`config.mk`:
```
export PLATFORM = sky130hd
export DESIGN_NAME = dual_sensor_jerk_fall_detector
export DESIGN_NICKNAME = d
export VERILOG_FILES = /design/src/rtl/dsjfd_pkg.sv /design/src/rtl/dsjfd_sqsum.sv /design/src/rtl/dsjfd_isqrt.sv /design/src/rtl/dual_sensor_jerk_fall_detector.sv
export SDC_FILE = /design/constraint.sdc
export NUM_CORES = 2
export LEC_CHECK = 0
export BUFFER_PORTS_ARGS = -buffer_cell sky130_fd_sc_hd__buf_2
export CAP_MARGIN = 5
export CELL_PAD_IN_SITES_DETAIL_PLACEMENT = 1
export CELL_PAD_IN_SITES_GLOBAL_PLACEMENT = 1
export CORE_MARGIN = 3
export CORE_UTILIZATION = 44
export DETAILED_ROUTE_END_ITERATION = 6
export GPL_TIMING_DRIVEN = 0
export PLACE_DENSITY_LB_ADDON = 0.1
export SYNTH_ARGS = -nofsm -noshare
export SYNTH_HDL_FRONTEND = slang
export SYNTH_SLANG_ARGS = --single-unit
```
`constraint.sdc`:
```
create_clock -name i_clk -period 4.8 [get_ports i_clk]
set_input_delay 0.48 -clock i_clk [delete_from_list [all_inputs] [get_ports i_clk]]
set_output_delay 0.48 -clock i_clk [all_outputs]
set_load 0.03 [all_outputs]
```
`src/rtl/dsjfd_pkg.sv`:
```
// Package: shared constants, types and helpers of the dual-sensor jerk fall detector.
`default_nettype none
package dsjfd_pkg;

    // Window and decision period
    localparam int WINDOW           = 16;
    localparam int DECISION_WINDOWS = 4;
    localparam int POS_W = (WINDOW > 1) ? $clog2(WINDOW) : 1;
    localparam int WIN_W = (DECISION_WINDOWS > 1) ? $clog2(DECISION_WINDOWS) : 1;

    // Datapath widths
    localparam int AXIS_W = 16;            // Q8.8 axis sample
    localparam int MAG_W  = 16;            // |difference| of two axis samples
    localparam int SQ_W   = 2 * MAG_W + 2; // sum of three squares
    localparam int ROOT_W = SQ_W / 2;      // floor square root
    localparam int SUM_W  = 32;            // saturating jerk sum

    // Serial step counts
    localparam int MUL_STEPS = MAG_W;      // one multiplier bit per cycle
    localparam int RT_STEPS  = ROOT_W;     // one root bit per cycle
    localparam int CNT_W     = $clog2(RT_STEPS + 1);

    // Control of a serial unit
    typedef struct packed {
        logic load;
        logic step;
    } t_ser_ctrl;

    // Sequencer states
    typedef enum logic [2:0] {
        S_IDLE,
        S_SQ,
        S_RT_A,
        S_RT_B,
        S_DONE
    } t_state;

    // Magnitude of the difference of two signed axis samples
    function automatic logic [MAG_W-1:0] abs_diff(input logic [AXIS_W-1:0] cur,
                                                   input logic [AXIS_W-1:0] prev);
        logic [AXIS_W:0] d;
        logic [AXIS_W:0] m;
        d = {cur[AXIS_W-1], cur} - {prev[AXIS_W-1], prev};
        m = d[AXIS_W] ? (~d + 1'b1) : d;
        return m[MAG_W-1:0];
    endfunction

endpackage
`default_nettype wire

```
`src/rtl/dsjfd_sqsum.sv`:
```
// Bit-serial sum of three squares: one multiplier bit of each axis per cycle while step is high.
`default_nettype none
module dsjfd_sqsum import dsjfd_pkg::*; (
    input  wire logic              i_clk,
    input  wire t_ser_ctrl         i_ctrl,
    input  wire logic [MAG_W-1:0]  i_mag_x,
    input  wire logic [MAG_W-1:0]  i_mag_y,
    input  wire logic [MAG_W-1:0]  i_mag_z,
    output logic      [SQ_W-1:0]   o_sum
);

    localparam int HI_W = SQ_W - MAG_W;

    logic [MAG_W-1:0] r_mx, r_my, r_mz;
    logic [MAG_W-1:0] r_bx, r_by, r_bz;
    logic [HI_W-1:0]  r_hi;
    logic [MAG_W-1:0] r_lo;

    logic [HI_W-1:0]  w_part;
    logic [HI_W:0]    w_acc;

    // Partial product of this bit position over all three axes
    always_comb begin
        w_part = (r_bx[0] ? HI_W'(r_mx) : '0)
               + (r_by[0] ? HI_W'(r_my) : '0)
               + (r_bz[0] ? HI_W'(r_mz) : '0);
        w_acc  = {1'b0, r_hi} + {1'b0, w_part};
    end

    always_ff @(posedge i_clk) begin
        if (i_ctrl.load) begin
            r_mx <= i_mag_x;
            r_my <= i_mag_y;
            r_mz <= i_mag_z;
            r_bx <= i_mag_x;
            r_by <= i_mag_y;
            r_bz <= i_mag_z;
            r_hi <= '0;
            r_lo <= '0;
        end else if (i_ctrl.step) begin
            // Add, then shift the product right by one
            r_bx <= r_bx >> 1;
            r_by <= r_by >> 1;
            r_bz <= r_bz >> 1;
            r_hi <= w_acc[HI_W:1];
            r_lo <= {w_acc[0], r_lo[MAG_W-1:1]};
        end
    end

    assign o_sum = {r_hi, r_lo};

endmodule
`default_nettype wire

```
`src/rtl/dsjfd_isqrt.sv`:
```
// Digit-recurrence integer square root: one root bit per cycle while step is high.
`default_nettype none
module dsjfd_isqrt import dsjfd_pkg::*; (
    input  wire logic              i_clk,
    input  wire t_ser_ctrl         i_ctrl,
    input  wire logic [SQ_W-1:0]   i_rad,
    output logic      [ROOT_W-1:0] o_root
);

    localparam int REM_W = ROOT_W + 1;

    logic [SQ_W-1:0]   r_rad;
    logic [REM_W-1:0]  r_rem;
    logic [ROOT_W-1:0] r_root;

    logic [REM_W+1:0]  w_sh;
    logic [REM_W+1:0]  w_trial;
    logic [REM_W+1:0]  w_diff;
    logic              w_ge;

    // Bring down the next two radicand bits and try root*4+1
    always_comb begin
        w_sh    = {r_rem, r_rad[SQ_W-1 -: 2]};
        w_trial = {1'b0, r_root, 2'b01};
        w_diff  = w_sh - w_trial;
        w_ge    = (w_sh >= w_trial);
    end

    always_ff @(posedge i_clk) begin
        if (i_ctrl.load) begin
            r_rad  <= i_rad;
            r_rem  <= '0;
            r_root <= '0;
        end else if (i_ctrl.step) begin
            r_rad  <= {r_rad[SQ_W-3:0], 2'b00};
            r_rem  <= w_ge ? w_diff[REM_W-1:0] : w_sh[REM_W-1:0];
            r_root <= {r_root[ROOT_W-2:0], w_ge};
        end
    end

    assign o_root = r_root;

endmodule
`default_nettype wire

```
`src/rtl/dual_sensor_jerk_fall_detector.sv`:
```
// Top level: dual-sensor jerk fall detector with serial squaring and a shared square root.
//
// Usage. Each input request carries one paired sample of two three-axis
// accelerometers (signed Q8.8). It is taken when i_in_valid and o_in_ready are
// both high; o_in_ready is high only while the sequencer is idle, so one sample
// is in work at a time. The two sum-of-squares units run in parallel, one
// multiplier bit per cycle, then the shared square-root unit runs once for
// each sensor, one root bit per cycle, each run begun by a load. The final
// state updates the sums, counters and indicator and fills the output
// register. The next sample is therefore accepted only after the previous one
// is finished, a pace set by the bit-serial multiplier and the shared root unit.
// The output request is held in its register until i_out_ready takes it; a
// stalled receiver holds the result and, once the next sample is finished,
// holds the sequencer in its final state. The next sample may be accepted
// while a result waits.
// The threshold is written through the configuration channel, which is always
// ready; write it only while the block is idle.
// Reset (synchronous, active low) clears the previous samples, sums, counters
// and indicator, sets the threshold to all ones and empties the output register.
`default_nettype none
module dual_sensor_jerk_fall_detector import dsjfd_pkg::*; (
    input  wire logic               i_clk,
    input  wire logic               i_rst_n,
    // configuration channel
    input  wire logic               i_cfg_valid,
    output logic                    o_cfg_ready,
    input  wire logic [SUM_W-1:0]   i_cfg_data,
    // input channel
    input  wire logic               i_in_valid,
    output logic                    o_in_ready,
    input  wire logic [AXIS_W-1:0]  i_first_x,
    input  wire logic [AXIS_W-1:0]  i_first_y,
    input  wire logic [AXIS_W-1:0]  i_first_z,
    input  wire logic [AXIS_W-1:0]  i_second_x,
    input  wire logic [AXIS_W-1:0]  i_second_y,
    input  wire logic [AXIS_W-1:0]  i_second_z,
    // output channel
    output logic                    o_out_valid,
    input  wire logic               i_out_ready,
    output logic                    o_decision_valid,
    output logic                    o_fall_detected,
    output logic                    o_indicator_on,
    output logic      [SUM_W-1:0]   o_first_sum_out,
    output logic      [SUM_W-1:0]   o_second_sum_out
);

    // Sequencer
    t_state           r_state, n_state;
    logic [CNT_W-1:0] r_cnt, n_cnt;

    // Architectural state
    logic [AXIS_W-1:0] r_pa_x, r_pa_y, r_pa_z;
    logic [AXIS_W-1:0] r_pb_x, r_pb_y, r_pb_z;
    logic [POS_W-1:0]  r_pos;
    logic [WIN_W-1:0]  r_win;
    logic [SUM_W-1:0]  r_acc_a, r_acc_b;
    logic              r_ind;
    logic [SUM_W-1:0]  r_thr;

    // Output register
    logic              r_out_valid;
    logic              r_dec, r_fall, r_ind_out;
    logic [SUM_W-1:0]  r_sum_a, r_sum_b;

    // Root of the first sensor, held while the second runs
    logic [ROOT_W-1:0] r_root_a;

    logic              w_accept;
    logic              w_finish;
    logic              w_take_a;
    t_ser_ctrl         w_sq_ctrl;
    t_ser_ctrl         w_rt_ctrl;
    logic [SQ_W-1:0]   w_sq_a, w_sq_b, w_rad;
    logic [ROOT_W-1:0] w_root;

    // Update values for the closing cycle
    logic [SUM_W:0]    w_add_a, w_add_b;
    logic [SUM_W-1:0]  w_s1, w_s2;
    logic              w_pos_last, w_win_last, w_dec, w_fall;

    assign o_cfg_ready = 1'b1;
    assign o_in_ready  = (r_state == S_IDLE);
    assign w_accept    = i_in_valid && o_in_ready;

    // Serial datapath units: one sum of squares per sensor, one shared root
    dsjfd_sqsum u_sq_a (
        .i_clk   (i_clk),
        .i_ctrl  (w_sq_ctrl),
        .i_mag_x (abs_diff(i_first_x, r_pa_x)),
        .i_mag_y (abs_diff(i_first_y, r_pa_y)),
        .i_mag_z (abs_diff(i_first_z, r_pa_z)),
        .o_sum   (w_sq_a)
    );

    dsjfd_sqsum u_sq_b (
        .i_clk   (i_clk),
        .i_ctrl  (w_sq_ctrl),
        .i_mag_x (abs_diff(i_second_x, r_pb_x)),
        .i_mag_y (abs_diff(i_second_y, r_pb_y)),
        .i_mag_z (abs_diff(i_second_z, r_pb_z)),
        .o_sum   (w_sq_b)
    );

    assign w_rad = (r_state == S_RT_B) ? w_sq_b : w_sq_a;

    dsjfd_isqrt u_rt (
        .i_clk   (i_clk),
        .i_ctrl  (w_rt_ctrl),
        .i_rad   (w_rad),
        .o_root  (w_root)
    );

    // Closing arithmetic: saturating sums, window and decision bookkeeping
    always_comb begin
        w_add_a    = {1'b0, r_acc_a} + (SUM_W + 1)'(r_root_a);
        w_add_b    = {1'b0, r_acc_b} + (SUM_W + 1)'(w_root);
        // The first sample of a window adds nothing
        if (r_pos != '0) begin
            w_s1 = w_add_a[SUM_W] ? '1 : w_add_a[SUM_W-1:0];
            w_s2 = w_add_b[SUM_W] ? '1 : w_add_b[SUM_W-1:0];
        end else begin
            w_s1 = r_acc_a;
            w_s2 = r_acc_b;
        end
        w_pos_last = (r_pos == POS_W'(WINDOW - 1));
        w_win_last = (r_win == WIN_W'(DECISION_WINDOWS - 1));
        w_dec      = w_pos_last && w_win_last;
        w_fall     = w_dec && (w_s1 > r_thr) && (w_s2 > r_thr);
    end

    // Next state and unit control
    always_comb begin
        n_state   = r_state;
        n_cnt     = r_cnt;
        w_sq_ctrl = '0;
        w_rt_ctrl = '0;
        w_take_a  = 1'b0;
        w_finish  = 1'b0;
        case (r_state)
            S_IDLE: begin
                if (w_accept) begin
                    w_sq_ctrl.load = 1'b1;
                    n_state        = S_SQ;
                    n_cnt          = '0;
                end
            end
            S_SQ: begin
                w_sq_ctrl.step = 1'b1;
                if (r_cnt == CNT_W'(MUL_STEPS - 1)) begin
                    n_state = S_RT_A;
                    n_cnt   = '0;
                end else begin
                    n_cnt = r_cnt + 1'b1;
                end
            end
            S_RT_A: begin
                if (r_cnt == '0) begin
                    w_rt_ctrl.load = 1'b1;
                end else begin
                    w_rt_ctrl.step = 1'b1;
                end
                if (r_cnt == CNT_W'(RT_STEPS)) begin
                    n_state = S_RT_B;
                    n_cnt   = '0;
                end else begin
                    n_cnt = r_cnt + 1'b1;
                end
            end
            S_RT_B: begin
                if (r_cnt == '0) begin
                    // Keep the first root, load the second radicand
                    w_take_a       = 1'b1;
                    w_rt_ctrl.load = 1'b1;
                end else begin
                    w_rt_ctrl.step = 1'b1;
                end
                if (r_cnt == CNT_W'(RT_STEPS)) begin
                    n_state = S_DONE;
                    n_cnt   = '0;
                end else begin
                    n_cnt = r_cnt + 1'b1;
                end
            end
            S_DONE: begin
                // Hold until the output register is free
                if (!r_out_valid || i_out_ready) begin
                    w_finish = 1'b1;
                    n_state  = S_IDLE;
                end
            end
            default: begin
                n_state = S_IDLE;
                n_cnt   = '0;
            end
        endcase
    end

    always_ff @(posedge i_clk) begin
        if (!i_rst_n) begin
            r_state <= S_IDLE;
            r_cnt   <= '0;
        end else begin
            r_state <= n_state;
            r_cnt   <= n_cnt;
        end
    end

    // Architectural state and output request
    always_ff @(posedge i_clk) begin
        if (!i_rst_n) begin
            r_pa_x      <= '0;
            r_pa_y      <= '0;
            r_pa_z      <= '0;
            r_pb_x      <= '0;
            r_pb_y      <= '0;
            r_pb_z      <= '0;
            r_pos       <= '0;
            r_win       <= '0;
            r_acc_a     <= '0;
            r_acc_b     <= '0;
            r_ind       <= 1'b0;
            r_thr       <= '1;
            r_out_valid <= 1'b0;
        end else begin
            if (i_cfg_valid && o_cfg_ready) begin
                r_thr <= i_cfg_data;
            end
            // The magnitudes are taken at acceptance, so advance the history now
            if (w_accept) begin
                r_pa_x <= i_first_x;
                r_pa_y <= i_first_y;
                r_pa_z <= i_first_z;
                r_pb_x <= i_second_x;
                r_pb_y <= i_second_y;
                r_pb_z <= i_second_z;
            end
            if (w_finish) begin
                r_out_valid <= 1'b1;
                if (w_pos_last) begin
                    r_pos <= '0;
                    r_ind <= w_fall;
                    if (w_win_last) begin
                        r_win   <= '0;
                        r_acc_a <= '0;
                        r_acc_b <= '0;
                    end else begin
                        r_win   <= r_win + 1'b1;
                        r_acc_a <= w_s1;
                        r_acc_b <= w_s2;
                    end
                end else begin
                    r_pos   <= r_pos + 1'b1;
                    r_acc_a <= w_s1;
                    r_acc_b <= w_s2;
                end
            end else if (i_out_ready) begin
                r_out_valid <= 1'b0;
            end
        end
    end

    // Payload registers
    always_ff @(posedge i_clk) begin
        if (w_take_a) begin
            r_root_a <= w_root;
        end
        if (w_finish) begin
            r_dec     <= w_dec;
            r_fall    <= w_fall;
            r_ind_out <= w_pos_last ? w_fall : r_ind;
            r_sum_a   <= w_s1;
            r_sum_b   <= w_s2;
        end
    end

    assign o_out_valid      = r_out_valid;
    assign o_decision_valid = r_dec;
    assign o_fall_detected  = r_fall;
    assign o_indicator_on   = r_ind_out;
    assign o_first_sum_out  = r_sum_a;
    assign o_second_sum_out = r_sum_b;

`ifndef SYNTHESIS
    a_fall_needs_decision: assert property (@(posedge i_clk) disable iff (!i_rst_n)
        (r_out_valid && r_fall) |-> r_dec)
        else $error("fall flagged outside a decision");

    a_fall_sets_indicator: assert property (@(posedge i_clk) disable iff (!i_rst_n)
        (r_out_valid && r_fall) |-> r_ind_out)
        else $error("fall flagged with indicator off");

    a_accept_starts_squaring: assert property (@(posedge i_clk) disable iff (!i_rst_n)
        w_accept |=> (r_state == S_SQ) && (r_cnt == '0))
        else $error("accepted sample did not start squaring");

    a_cnt_bound: assert property (@(posedge i_clk) disable iff (!i_rst_n)
        r_cnt <= CNT_W'(RT_STEPS))
        else $error("step counter out of range");

    a_finish_needs_room: assert property (@(posedge i_clk) disable iff (!i_rst_n)
        w_finish |-> (!r_out_valid || i_out_ready))
        else $error("result overwrote a waiting request");
`endif

endmodule
`default_nettype wire
```
==> impl_metrics.toml <==
[sta]
fin_crit_sh = 1.047
hold_viol = 0
worstMarginPinSlew_ns = 1.341
slew_viol_final = 0
period_needed_ns = 5.027
timing.fmax_ghz = 0.1989
layout_setup_ws_ns = -0.2272
grt_setup_unrepaired = "true"
setup_tns_ns = -0.4018
holdWs_ns = 0.06011
slew_headroom = 0.1058
setup_viol = 5
fin_skew_ns = 0.02253

[routing]
vias_per_cell = 5.508
routed-wl-met2_um = 57090
wl_per_cell_um = 20.19
wl_met1_um = 49510
drt_wl_total_um = 113500
num_vias = 30950
ant_nets = 0
drt_iter0_drc = 1441
met3_length_um = 3071
top_layer = "met4"
first_pass_iters = 7
drcViolationCount = 0

[global_route]
grt_pass1_vias = 32110
grt.overflow.total = 0
antenna_found_initial = 1
globalRouteTotalUtil = 0.2477
grt_max_degree = 76
grt_pass1_wl_um = 177300

[clock_tree]
cts-buffers-inserted = 76
cts_root_buf = "clkbuf_16"
clock_latency_ns = 0.65
cts.htree.levels = 3
path_clk_slew_ns = 0.06
cts.sinks = 621
cts_tree = "built"
clockBufferDepth = 3

[min_path]
min_path_type = "input pin to flip-flop"

[power]
power.density_cell_area_nw_per_um2 = 399.1
vdd_drop_max_mv = 0.2967
finalPower_mw = 17.83
p_leak_nw = 18.87

[worst_setup_path]
cp-end-kind = "flip-flop"
crit_arrival_ns = 5.39
reg2reg_slack_ns = -0.23
crit_required_ns = 5.17
start_kind = "flip-flop"
cp_max_fo = 4
crit_type = "flip-flop to flip-flop"

[synthesis]
synth_area_leaders = "edfxtp_1 25%, dfxtp_1 16%, ha_1 9.7%, nand2_1 5.6%, xnor2_1 4.2%"
yosysTopAreaCellShare = 0.2455
synthFlopType = "dfxtp_1"
yosysSeqAreaShare = 0.4097
syn_nets = 4521
synth.distinct_cells = 85
syn_area_per_cell_sq_um = 9.360
synth_edf_count = 310
yosys_warnings = 0
async_flop_share = 0
synthCells = 4051
synth_area_sq_um = 37920
synth_top_area_cell = "edfxtp_1"
ys_seq_elements = 621

[placement]
hpwlAfterDp_um = 84860
gp_routability_congestion = 0.8767
port_buffers = 199
dpl_cell_area_sq_um = 40530

[floorplan]
core_sq_um = 85280
dieArea_sq_um = 89740
die_height_um = 299.6
rows = 107
die_w_um = 299.6
ios = 203
start_util = 0.4446

[final_layout]
layout.nets = 4882
area_growth_pct = 17.80
drive_gt1_frac = 0.1522
final_area_sq_um = 44670
fillerInstances = 9735
antennaDiodeCount = 0

[run]
drv_cap = 0

[status]
status = "finished with violations"
violations = "setup timing"
==> critical path, cell delays in order, from the launching register on <==
cell	delay (ns)
edfxtp_1	0.41
ha_4	0.19
fa_2	0.36
a21o_1	0.17
a21oi_2	0.17
o21a_1	0.17
o21ai_2	0.07
and4b_2	0.26
o31ai_4	0.28
buf_6	0.15
a21oi_4	0.08
nand2_2	0.13
mux2_4	0.34
ha_4	0.16
a21o_1	0.16
a21o_1	0.16
a21o_1	0.15
a21o_1	0.14
a21o_1	0.15
a21o_1	0.15
a221o_1	0.42
a21oi_4	0.20
nor3b_4	0.07
a21o_1	0.22
==> layer usage <==
layer  track usage  up-vias
met5             0        -
met2        0.4436      450
met1        0.3075    15180
li1              -    15150
met4       0.09133        0
met3       0.02629      172
==> what timing repair did <==
item                                    4_1_cts  5_1_grt
endpoints found under the setup margin       16       59
hold buffers                                  0        0
cloned                                        1        1
setup buffers                                55       24
pin swaps                                    66       72
resized for setup                           130       92
==> cells in the mapped netlist (83+ instances only) <==
library cell	number
nand2_1	561
inv_1	312
dfxtp_1	311
edfxtp_1	310
ha_1	293
nor2_1	255
a21oi_1	241
xnor2_1	180
o21ai_0	173
clkbuf_1	133
a21boi_0	108
a21o_1	91
nor3_1	85
mux2_2	83
==> metrics by stage <==
step	setup WS, ns	utilization	std cells
after floorplan	-0.02813	-	4051
after global placement	-2.956	0.4737	5394
after detailed placement	-1.552	0.4753	5400
after CTS	-0.1426	0.5173	5597
after global routing	-0.3575	0.5238	5619
final	-0.2272	0.5238	5619
==> final timing paths <==
path / from / to / depth (start not counted)
worst max-delay path: r_root_a[0] / o_indicator_on / 23
worst min-delay path: i_cfg_data[20] / r_thr[20] / 3
worst min register to register: r_pa_y[3] / r_pa_y[3] / 2
worst max register to register: r_root_a[0] / o_indicator_on / 23
==> area by class of cell <==
| cell class | count | area, sq um | share of cell area |
|---|---|---|---|
| plain buffers | 144 | 655.6 | 0.01468 |
| clock buffers | 93 | 2007 | 0.04493 |
| clock inverters | 48 | 575.6 | 0.01289 |
| inverters | 314 | 1181 | 0.02644 |
| multi-input cells | 2971 | 21510 | 0.4816 |
| flip-flops and latches | 621 | 15550 | 0.3481 |
| well taps | 1144 | 1431 | 0.03205 |
| repair buffers | 284 | 1757 | 0.03933 |
==> cell usage in the layout, fill, tap and decap left out, types with 75 or more instances in the layout <==
master	count
dfxtp_1	305
a21oi_1	215
buf_4	76
mux2_2	81
nor2_1	244
clkbuf_16	78
nand2_1	550
buf_2	200
a21o_1	90
xor2_1	75
inv_1	309
nand3_1	77
nor3_1	79
edfxtp_1	310
xnor2_1	179
o21ai_0	158
a21boi_0	108
ha_1	277
clkbuf_1	130
==> report_power, final <==
part,internal (mW),switching (mW)
combinational,2.30,3.10
clock,3.51,2.46
sequential,6.21,0.251
==> logic make-up (layout without fill, tap and decap cells) <==
family,after synthesis,in the layout,share of synthesized area
adders and majority gates,337,337,0.1199
and+or+nand+nor,1228,1228,0.1469
DFF,621,621,0.4097
buffers and inverters,459,883,0.04554
AOI/OAI and AO/OA,1008,1008,0.1788
xor gates and xnor gates,257,257,0.05936
muxes,140,140,0.03970
other,1,1,0.00009890
==> state kept, by name, summed over array words and instances (netlist names), 17 cells and up <==
register and count:
u_rt.r_rad 34, o_first_sum_out 32, o_second_sum_out 32, r_acc_a 32, r_acc_b 32, r_thr 32
u_rt.r_rem 18, u_sq_a.r_hi 18, u_sq_b.r_hi 18, r_root_a 17, u_rt.o_root 17
(Power assumes the default switching activity.)
